<file path="config.mk">
export PLATFORM = sky130hd
export DESIGN_NAME = windowed_mean_square_activity_top
export DESIGN_NICKNAME = d
export VERILOG_FILES = /design/src/rtl/core/wmsa_pkg.sv /design/src/rtl/core/wmsa_ram.sv /design/src/rtl/core/wmsa_div.sv /design/src/rtl/core/windowed_mean_square_activity_top.sv
export SDC_FILE = /design/constraint.sdc
export NUM_CORES = 2
export LEC_CHECK = 0
export ABC_CLOCK_PERIOD_IN_PS = 7900
export BUFFER_PORTS_ARGS = -buffer_cell sky130_fd_sc_hd__buf_2
export CELL_PAD_IN_SITES_DETAIL_PLACEMENT = 0
export CELL_PAD_IN_SITES_GLOBAL_PLACEMENT = 2
export CORE_AREA = 8 8 482 366
export CTS_CLUSTER_DIAMETER = 60
export DETAILED_ROUTE_END_ITERATION = 10
export DIE_AREA = 0 0 490 374
export MAX_ROUTING_LAYER = met4
export PLACE_DENSITY_LB_ADDON = 0.1
export SYNTH_ARGS = -nofsm -noshare
export SYNTH_HDL_FRONTEND = slang
export SYNTH_SLANG_ARGS = --single-unit
</file>
<file path="constraint.sdc">
create_clock -name clk -period 7.9 [get_ports clk]
set_input_delay 0.395 -clock clk [delete_from_list [all_inputs] [get_ports clk]]
set_output_delay 0.395 -clock clk [all_outputs]
set_load 0.02 [all_outputs]
</file>
<file path="src/rtl/core/wmsa_pkg.sv">
// Shared widths, reset values and register codes of the windowed mean-square activity detector.
package wmsa_pkg;

    localparam int SAMPLE_W       = 16;
    localparam int SQ_W           = 31;
    localparam int THR_W          = 31;
    localparam int WINDOW_LEN_DEF = 20;
    localparam int CFG_IDX_W      = 1;
    // The window sum is divided in two halves; this is the width of the low half.
    localparam int LO_W           = 18;

    localparam logic [THR_W-1:0] THRESH_RST = THR_W'(5000);
    localparam logic             POL_RST    = 1'b0;

    typedef enum logic [CFG_IDX_W-1:0] {
        REG_THRESHOLD = 1'b0,
        REG_POLARITY  = 1'b1
    } cfg_reg_t;

endpackage

</file>
<file path="src/rtl/core/wmsa_ram.sv">
// Generic single-write, single-read synchronous RAM with a registered read port.
module wmsa_ram
#(
    parameter int WIDTH = 31,
    parameter int DEPTH = 20
)
(
    input  logic                     clk,
    input  logic                     wr_en,
    input  logic [$clog2(DEPTH)-1:0] wr_addr,
    input  logic [WIDTH-1:0]         wr_data,
    input  logic                     rd_en,
    input  logic [$clog2(DEPTH)-1:0] rd_addr,
    output logic [WIDTH-1:0]         rd_data
);

    logic [WIDTH-1:0] mem [DEPTH];

    always_ff @(posedge clk)
    begin
        if (wr_en)
        begin
            mem[wr_addr] <= wr_data;
        end
        if (rd_en)
        begin
            rd_data <= mem[rd_addr];
        end
    end

endmodule

</file>
<file path="src/rtl/core/wmsa_div.sv">
// Pipelined division of the window sum by the window length, by reciprocal multiplication.
module wmsa_div
    import wmsa_pkg::*;
#(
    parameter int WINDOW_LEN = WINDOW_LEN_DEF
)
(
    input  logic                                  clk,
    input  logic                                  rst_n,
    input  logic                                  in_valid,
    output logic                                  in_stall,
    input  logic [SQ_W+$clog2(WINDOW_LEN)-1:0]    in_sum,
    output logic                                  out_valid,
    input  logic                                  out_stall,
    output logic [SQ_W-1:0]                       out_mean
);

    localparam int SumW = SQ_W + $clog2(WINDOW_LEN);
    localparam int HiW  = SumW - LO_W;
    localparam int RemW = $clog2(WINDOW_LEN);
    // Both partial dividends stay below 2**DivW, so the reciprocal is off by at most one.
    localparam int DivW = LO_W + RemW;
    localparam logic [63:0] RecipFull = (64'd1 << DivW) / 64'(WINDOW_LEN);
    localparam logic [DivW-1:0] Recip = RecipFull[DivW-1:0];
    localparam logic [DivW-1:0] Divisor = DivW'(WINDOW_LEN);

    // Stage valid bits: b, c, d, e and the output register o.
    logic b_valid_reg, c_valid_reg, d_valid_reg, e_valid_reg, o_valid_reg;
    logic b_valid_next, c_valid_next, d_valid_next, e_valid_next, o_valid_next;
    logic b_adv, c_adv, d_adv, e_adv, o_adv, b_load;

    logic [SumW-1:0]   b_sum_reg;
    logic [2*DivW-1:0] c_prod_reg;
    logic [HiW-1:0]    c_hi_reg;
    logic [LO_W-1:0]   c_lo_reg;
    logic [HiW-1:0]    d_qh_reg;
    logic [RemW-1:0]   d_rh_reg;
    logic [LO_W-1:0]   d_lo_reg;
    logic [2*DivW-1:0] e_prod_reg;
    logic [DivW-1:0]   e_x_reg;
    logic [HiW-1:0]    e_qh_reg;
    logic [SQ_W-1:0]   o_mean_reg;

    logic [2*DivW-1:0] b_prod;
    logic [DivW-1:0]   c_q0, c_r0, c_q, c_r;
    logic [DivW-1:0]   d_x;
    logic [2*DivW-1:0] d_prod;
    logic [DivW-1:0]   e_q0, e_r0, e_q;
    logic [SumW-1:0]   e_mean_full;

    // A stage moves on when the one after it is empty or moving on too.
    assign o_adv    = o_valid_reg && !out_stall;
    assign e_adv    = e_valid_reg && (!o_valid_reg || o_adv);
    assign d_adv    = d_valid_reg && (!e_valid_reg || e_adv);
    assign c_adv    = c_valid_reg && (!d_valid_reg || d_adv);
    assign b_adv    = b_valid_reg && (!c_valid_reg || c_adv);
    assign in_stall = b_valid_reg && !b_adv;
    assign b_load   = in_valid && !in_stall;

    always_comb
    begin
        b_valid_next = b_load ? 1'b1 : (b_adv ? 1'b0 : b_valid_reg);
        c_valid_next = b_adv  ? 1'b1 : (c_adv ? 1'b0 : c_valid_reg);
        d_valid_next = c_adv  ? 1'b1 : (d_adv ? 1'b0 : d_valid_reg);
        e_valid_next = d_adv  ? 1'b1 : (e_adv ? 1'b0 : e_valid_reg);
        o_valid_next = e_adv  ? 1'b1 : (o_adv ? 1'b0 : o_valid_reg);
    end

    // Upper half: quotient and remainder of sum / N.
    assign b_prod = DivW'(b_sum_reg[SumW-1:LO_W]) * Recip;

    always_comb
    begin
        c_q0 = c_prod_reg[2*DivW-1:DivW];
        c_r0 = DivW'(c_hi_reg) - DivW'(c_q0 * Divisor);
        if (c_r0 >= Divisor)
        begin
            c_q = c_q0 + 1'b1;
            c_r = c_r0 - Divisor;
        end
        else
        begin
            c_q = c_q0;
            c_r = c_r0;
        end
    end

    // Lower half: the upper remainder joined with the low bits, again divided by N.
    assign d_x    = {d_rh_reg, d_lo_reg};
    assign d_prod = d_x * Recip;

    always_comb
    begin
        e_q0 = e_prod_reg[2*DivW-1:DivW];
        e_r0 = e_x_reg - DivW'(e_q0 * Divisor);
        e_q  = (e_r0 >= Divisor) ? e_q0 + 1'b1 : e_q0;
        e_mean_full = {e_qh_reg, e_q[LO_W-1:0]};
    end

    always_ff @(posedge clk or negedge rst_n)
    begin
        if (!rst_n)
        begin
            b_valid_reg <= 1'b0;
            c_valid_reg <= 1'b0;
            d_valid_reg <= 1'b0;
            e_valid_reg <= 1'b0;
            o_valid_reg <= 1'b0;
        end
        else
        begin
            b_valid_reg <= b_valid_next;
            c_valid_reg <= c_valid_next;
            d_valid_reg <= d_valid_next;
            e_valid_reg <= e_valid_next;
            o_valid_reg <= o_valid_next;
        end
    end

    always_ff @(posedge clk)
    begin
        if (b_load)
        begin
            b_sum_reg <= in_sum;
        end
        if (b_adv)
        begin
            c_prod_reg <= b_prod;
            c_hi_reg   <= b_sum_reg[SumW-1:LO_W];
            c_lo_reg   <= b_sum_reg[LO_W-1:0];
        end
        if (c_adv)
        begin
            d_qh_reg <= c_q[HiW-1:0];
            d_rh_reg <= c_r[RemW-1:0];
            d_lo_reg <= c_lo_reg;
        end
        if (d_adv)
        begin
            e_prod_reg <= d_prod;
            e_x_reg    <= d_x;
            e_qh_reg   <= d_qh_reg;
        end
        if (e_adv)
        begin
            o_mean_reg <= e_mean_full[SQ_W-1:0];
        end
    end

    assign out_valid = o_valid_reg;
    assign out_mean  = o_mean_reg;

endmodule

</file>
<file path="src/rtl/core/windowed_mean_square_activity_top.sv">
// Windowed mean-square activity detector: top level with ring memory, running sum and config.
//
// Each accepted sample is squared and written into a ring of WINDOW_LEN squares held in one
// synchronous RAM; the square it replaces is read in the cycle of acceptance and taken out of a
// running sum when the sample leaves stage a, together with the write back. The block takes one
// sample per clock cycle sustained while the result channel does not stall; the single read and
// write of the ring memory and the running-sum update, done once per sample, set that figure.
// The first WINDOW_LEN-1 samples give no result; from then on every sample gives one, passing
// through stage a (the square, the ring read and the running-sum update), the division of the
// sum by WINDOW_LEN (reciprocal multiplication in two halves) in stages b, c, d and e, and the
// output register o. A fill count tracks which ring entries hold data, so no clearing pass runs
// after reset. The activity flag is formed from the registered mean and the current threshold
// and polarity; the configuration channel is always ready and takes one register write per cycle.
module windowed_mean_square_activity_top
    import wmsa_pkg::*;
#(
    parameter int WINDOW_LEN = WINDOW_LEN_DEF
)
(
    input  logic                 clk,
    input  logic                 rst_n,
    input  logic                 sample_valid,
    output logic                 sample_stall,
    input  logic signed [15:0]   sample,
    output logic                 result_valid,
    input  logic                 result_stall,
    output logic [30:0]          mean_square,
    output logic                 active,
    input  logic                 cfg_valid,
    output logic                 cfg_ready,
    input  logic [CFG_IDX_W-1:0] cfg_index,
    input  logic [THR_W-1:0]     cfg_data
);

    localparam int SlotW = $clog2(WINDOW_LEN);
    localparam int CntW  = $clog2(WINDOW_LEN + 1);
    localparam int SumW  = SQ_W + $clog2(WINDOW_LEN);
    localparam int MagW  = SAMPLE_W + 1;

    logic [THR_W-1:0] thr_reg, thr_next;
    logic             pol_reg, pol_next;
    logic [SlotW-1:0] slot_reg, slot_next;
    logic [CntW-1:0]  fill_reg, fill_next;
    logic [SumW-1:0]  sum_reg, sum_next, sum_upd;

    // Stage a: the accepted sample's square, its ring slot and what the window holds.
    logic             a_valid_reg, a_valid_next;
    logic [SQ_W-1:0]  a_sq_reg;
    logic [SlotW-1:0] a_slot_reg;
    logic             a_full_reg;
    logic             a_result_reg;

    logic             accept, a_adv;
    logic             div_stall;
    logic [SQ_W-1:0]  old_sq;
    logic [SumW-1:0]  old_term;
    logic signed [MagW-1:0] sample_ext;
    logic [MagW-1:0]        mag;
    logic [2*MagW-1:0]      sq_full;
    logic                   below;

    // Configuration registers.
    assign cfg_ready = 1'b1;

    always_comb
    begin
        thr_next = thr_reg;
        pol_next = pol_reg;
        if (cfg_valid)
        begin
            unique case (cfg_reg_t'(cfg_index))
                REG_THRESHOLD: thr_next = cfg_data;
                REG_POLARITY:  pol_next = cfg_data[0];
            endcase
        end
    end

    // Squaring of the magnitude; the most negative sample squares to exactly 2**30.
    always_comb
    begin
        sample_ext = MagW'(sample);
        mag        = sample_ext[MagW-1] ? MagW'(-sample_ext) : MagW'(sample_ext);
        sq_full    = mag * mag;
    end

    // Samples that give no result leave stage a without waiting for the divider.
    assign a_adv        = a_valid_reg && (!a_result_reg || !div_stall);
    assign sample_stall = a_valid_reg && !a_adv;
    assign accept       = sample_valid && !sample_stall;

    always_comb
    begin
        a_valid_next = accept ? 1'b1 : (a_adv ? 1'b0 : a_valid_reg);
        slot_next    = slot_reg;
        fill_next    = fill_reg;
        if (accept)
        begin
            slot_next = (slot_reg == SlotW'(WINDOW_LEN - 1)) ? '0 : slot_reg + 1'b1;
            if (fill_reg != CntW'(WINDOW_LEN))
            begin
                fill_next = fill_reg + 1'b1;
            end
        end
        old_term = a_full_reg ? SumW'(old_sq) : '0;
        sum_upd  = sum_reg - old_term + SumW'(a_sq_reg);
        sum_next = a_adv ? sum_upd : sum_reg;
    end

    // The entry read at acceptance was written at least two transactions earlier, and the
    // read data holds while stage a waits, so no forwarding is needed.
    wmsa_ram #(
        .WIDTH (SQ_W),
        .DEPTH (WINDOW_LEN)
    ) u_ring (
        .clk     (clk),
        .wr_en   (a_adv),
        .wr_addr (a_slot_reg),
        .wr_data (a_sq_reg),
        .rd_en   (accept),
        .rd_addr (slot_reg),
        .rd_data (old_sq)
    );

    wmsa_div #(
        .WINDOW_LEN (WINDOW_LEN)
    ) u_div (
        .clk       (clk),
        .rst_n     (rst_n),
        .in_valid  (a_valid_reg && a_result_reg),
        .in_stall  (div_stall),
        .in_sum    (sum_upd),
        .out_valid (result_valid),
        .out_stall (result_stall),
        .out_mean  (mean_square)
    );

    assign below  = SQ_W'(mean_square) < thr_reg;
    assign active = pol_reg ? !below : below;

    always_ff @(posedge clk or negedge rst_n)
    begin
        if (!rst_n)
        begin
            thr_reg     <= THRESH_RST;
            pol_reg     <= POL_RST;
            slot_reg    <= '0;
            fill_reg    <= '0;
            sum_reg     <= '0;
            a_valid_reg <= 1'b0;
        end
        else
        begin
            thr_reg     <= thr_next;
            pol_reg     <= pol_next;
            slot_reg    <= slot_next;
            fill_reg    <= fill_next;
            sum_reg     <= sum_next;
            a_valid_reg <= a_valid_next;
        end
    end

    always_ff @(posedge clk)
    begin
        if (accept)
        begin
            a_sq_reg     <= sq_full[SQ_W-1:0];
            a_slot_reg   <= slot_reg;
            a_full_reg   <= (fill_reg == CntW'(WINDOW_LEN));
            a_result_reg <= (fill_reg >= CntW'(WINDOW_LEN - 1));
        end
    end

`ifndef ASSERT_OFF
    // The ring write of one sample never lands on the slot read for the next one.
    assert property (@(posedge clk) disable iff (!rst_n)
        (accept && a_adv) |-> (a_slot_reg != slot_reg))
        else $error("ring read and write address collide");

    // The fill count only grows, one per transaction, until the window is full.
    assert property (@(posedge clk) disable iff (!rst_n)
        (accept && (fill_reg != CntW'(WINDOW_LEN))) |=> (fill_reg == $past(fill_reg) + 1'b1))
        else $error("fill count did not advance");

    // A waiting sample keeps its slot, so the held read data stays matched to it.
    assert property (@(posedge clk) disable iff (!rst_n)
        sample_stall |=> (a_valid_reg && $stable(a_slot_reg)))
        else $error("stage a changed while stalled");

    // No result may reach the divider before the window is full.
    assert property (@(posedge clk) disable iff (!rst_n)
        (a_valid_reg && a_result_reg) |-> (fill_reg == CntW'(WINDOW_LEN)))
        else $error("result before the window is full");
`endif

endmodule

</file>
==> results.md <==
* Clk_lat worst skew at 740 ps
* Die W at 490 um
* Core Footprint at 0.169 mm^2
* Clock Tree Buf Depth at 3
* Final Cell Area at 0.0699 mm^2
* Detailed Route Iter0 Violations at 2264
* Syn Area/Cell at 13.3 um^2
* Synth Flop Type: edfxtp_1
* Setup CP Type: in -> reg
* Synthesized instance count at 4648
* First-pass GRT wire length at 240 mm
* Slowest-stage cell, CP: or4_1
* # rows at 131
* Synth unique cells at 86
* Ys async rst share at 0.0878
* Synth top area cells: edfxtp_1 (42%), fa_1 (16%), ha_1 (12%), mux4_2 (6.6%), inv_1 (6.1%)
* CTS root buf: clkbuf_16
* DR DRC count at 0
* Unrepaired setup endpoints after global routing: false
* Via count at 35056
* H-tree Lvls at 3
* Vias in the first global route at 37269
* PortBufs at 86
* Area leader, netlist: edfxtp_1
* CTS clk-pin slew, worst paths at 60 ps
* Register area share after synthesis at 0.458
* Clk sinks at 957
* Final Util at 0.415
* Hold WC Path Type: in -> reg
* Pins over their slew limit at 0
* Final net count at 6046
* GRT Residual Overflow at 0
* Crit path time final at 7270 ps
* Routed Antenna Nets at 0
* IO Count at 88
* Final setup fails at 0
* Final Cycle Share at 0.921
* CTS tree: done
* Crit path max fanout at 6
* EDFF count, synth at 873
* Cells after DPL at 7059
* Initial core utilization at 0.367
* Largest net degree at the start of global routing at 147
* Synth cell count leaders: inv_1 (998), edfxtp_1 (873), ha_1 (571), fa_1 (484), nand2_1 (210)
* Fmax at 137 MHz
* Total CTS buffers at 103
* Max-cap check violation count at 0
* Clk_skew at 81.6 ps
* DR WL/cell at 21.4 um
* Initial antenna violation count at 4
* Worst EP arrival at 7740 ps
* HPWL Detailed at 113 mm
* Drt first pass iters at 7
* Crit start category: input port
* Placed Area at 0.0661 mm^2
* Fill count at 15735
* Run status: complete, no violations
* Vias per cell at 4.81
* Final Non-Filler Cells at 7284
* Ratio of cells with drive above 1 in the final layout at 0.132
* Worst-margin pin slew at 1150 ps
* Endpoint type of the worst setup path: flip-flop
* Rel. slew slack at 0.236
* Max incr delay on CP at 540 ps
* WL final at 156 mm
* Count leader, synth: inv_1
* Critical Path Most Common Cell: fa_1
* Max reg flops at 600
* Die Area at 0.183 mm^2
* Top cell type's share of synthesized area at 0.424
* RePlAce Congestion at 0.801
* Area Growth Syn to Fin at 13.0%
* Setup WS pre-CTS at -153 ps
* Die H at 374 um
* Yosys warnings at 0
* Yosys reg bits at 957
* PostCTS Resize Cnt at 0
* Gr usage total at 0.175
* Worst Setup Slack, final at 627 ps
* Post-synthesis cell area at 0.0619 mm^2
* Fin. Hold Viols at 0
* Worst path required time at 8370 ps
-- final timing paths --
check / startpoint / endpoint / slack [ps] / cells after the start
worst min register to register: u_div.c_lo_reg[17]$_DFFE_PP_ / u_div.d_lo_reg[17]$_DFFE_PP_ / 400 / 0
worst max-delay path: sample[3] / a_sq_reg[30]$_DFFE_PP_ / 630 / 30
worst min-delay path: sample[0] / a_sq_reg[0]$_DFFE_PP_ / 170 / 2
min in group asynchronous: rst_n / thr_reg[4]$_DFFE_PN0P_ / 260 / 2
worst max register to register: u_div.e_prod_reg[24]$_DFFE_PP_ / u_div.out_mean[1]$_DFFE_PP_ / 750 / 27
max in group asynchronous: rst_n / sum_reg[24]$_DFFE_PN0P_ / 6340 / 3
-- per-stage QoR --
| stage | hold WS (ps) | setup TNS (ps) |
|---|---|---|
| floorplan | 99.4 | 0 |
| finish | 166 | 0 |
| CTS | 112 | 0 |
| global route | 126 | 0 |
| global placement | 400 | -123 |
| detailed placement | 405 | -170 |
-- per-layer routing --
metal	vias to the layer above	wire length, um	GRT usage	share of wire
met1	17848	80100	0.263	0.51
li1	16509	-	-	-
met3	127	5620	0.0215	0.036
met2	572	68100	0.259	0.44
met5	-	0	-	0
met4	0	2350	0.0299	0.015
-- cell type report --
cell class | count | area, um^2 | area share
sequential | 957 | 28300 | 0.405
clock buffer | 124 | 2690 | 0.0384
tap | 2261 | 2830 | 0.0405
timing repair buffer | 242 | 1730 | 0.0247
inverter | 1000 | 3750 | 0.0537
multi-input combinational | 2634 | 29800 | 0.426
clock inverter | 65 | 795 | 0.0114
antenna | 1 | 2.50 | 0.0000358
-- worst max-delay path: cells and delay by family --
kind / cells / cell delay, ps
AOI/OAI and AO/OA: 7 / 1400
xor gates and xnor gates: 2 / 330
adders and majority gates: 7 / 3030
buffers and inverters: 9 / 1050
and+or+nand+nor: 5 / 1520
-- layout by cell type, fill, tap and decap left out, types with 13 or more instances in the layout --
cell type,synthesis,final
a21oi_1,124,124
inv_1,998,997
and3_1,18,18
a211oi_1,14,14
nor2_1,139,118
and2_1,38,37
ha_1,571,571
nand4_1,21,21
nor2_4,0,21
o21ai_0,115,115
xor2_1,74,74
clkinv_1,2,21
buf_4,1,119
buf_2,4,85
nand2_1,210,210
dlygate4sd3_1,0,35
a31oi_1,20,19
o21a_1,27,27
nand3_1,35,35
mux4_2,180,180
clkbuf_1,71,19
conb_1,2,34
nand2b_1,35,35
nor2b_1,32,30
dfrtp_1,79,75
clkbuf_16,0,104
edfxtp_1,873,873
xnor2_1,113,113
nor3b_1,15,15
or3_1,15,15
mux2_2,61,61
o21bai_1,14,14
a21o_1,65,65
o211ai_1,13,13
clkinv_2,0,16
nor3_1,36,36
fa_1,484,484
-- repair_timing --
item / in CTS / in global routing
setup buffers: 0 / 0
hold buffers: 35 / 0
endpoints found under the hold margin: 63 / 0
-- cell families after synthesis --
group | Yosys count | synth area share
xor gates and xnor gates | 187 | 0.0265
AOI/OAI and AO/OA | 468 | 0.0487
buffers and inverters | 1089 | 0.0663
muxes | 248 | 0.0778
and+or+nand+nor | 642 | 0.0509
other | 2 | 0.000121
DFF | 957 | 0.458
adders and majority gates | 1055 | 0.272
Power is left out: the tool's default activity adds up to more than one toggle a clock period on the data nets, which glitch-free logic cannot reach.
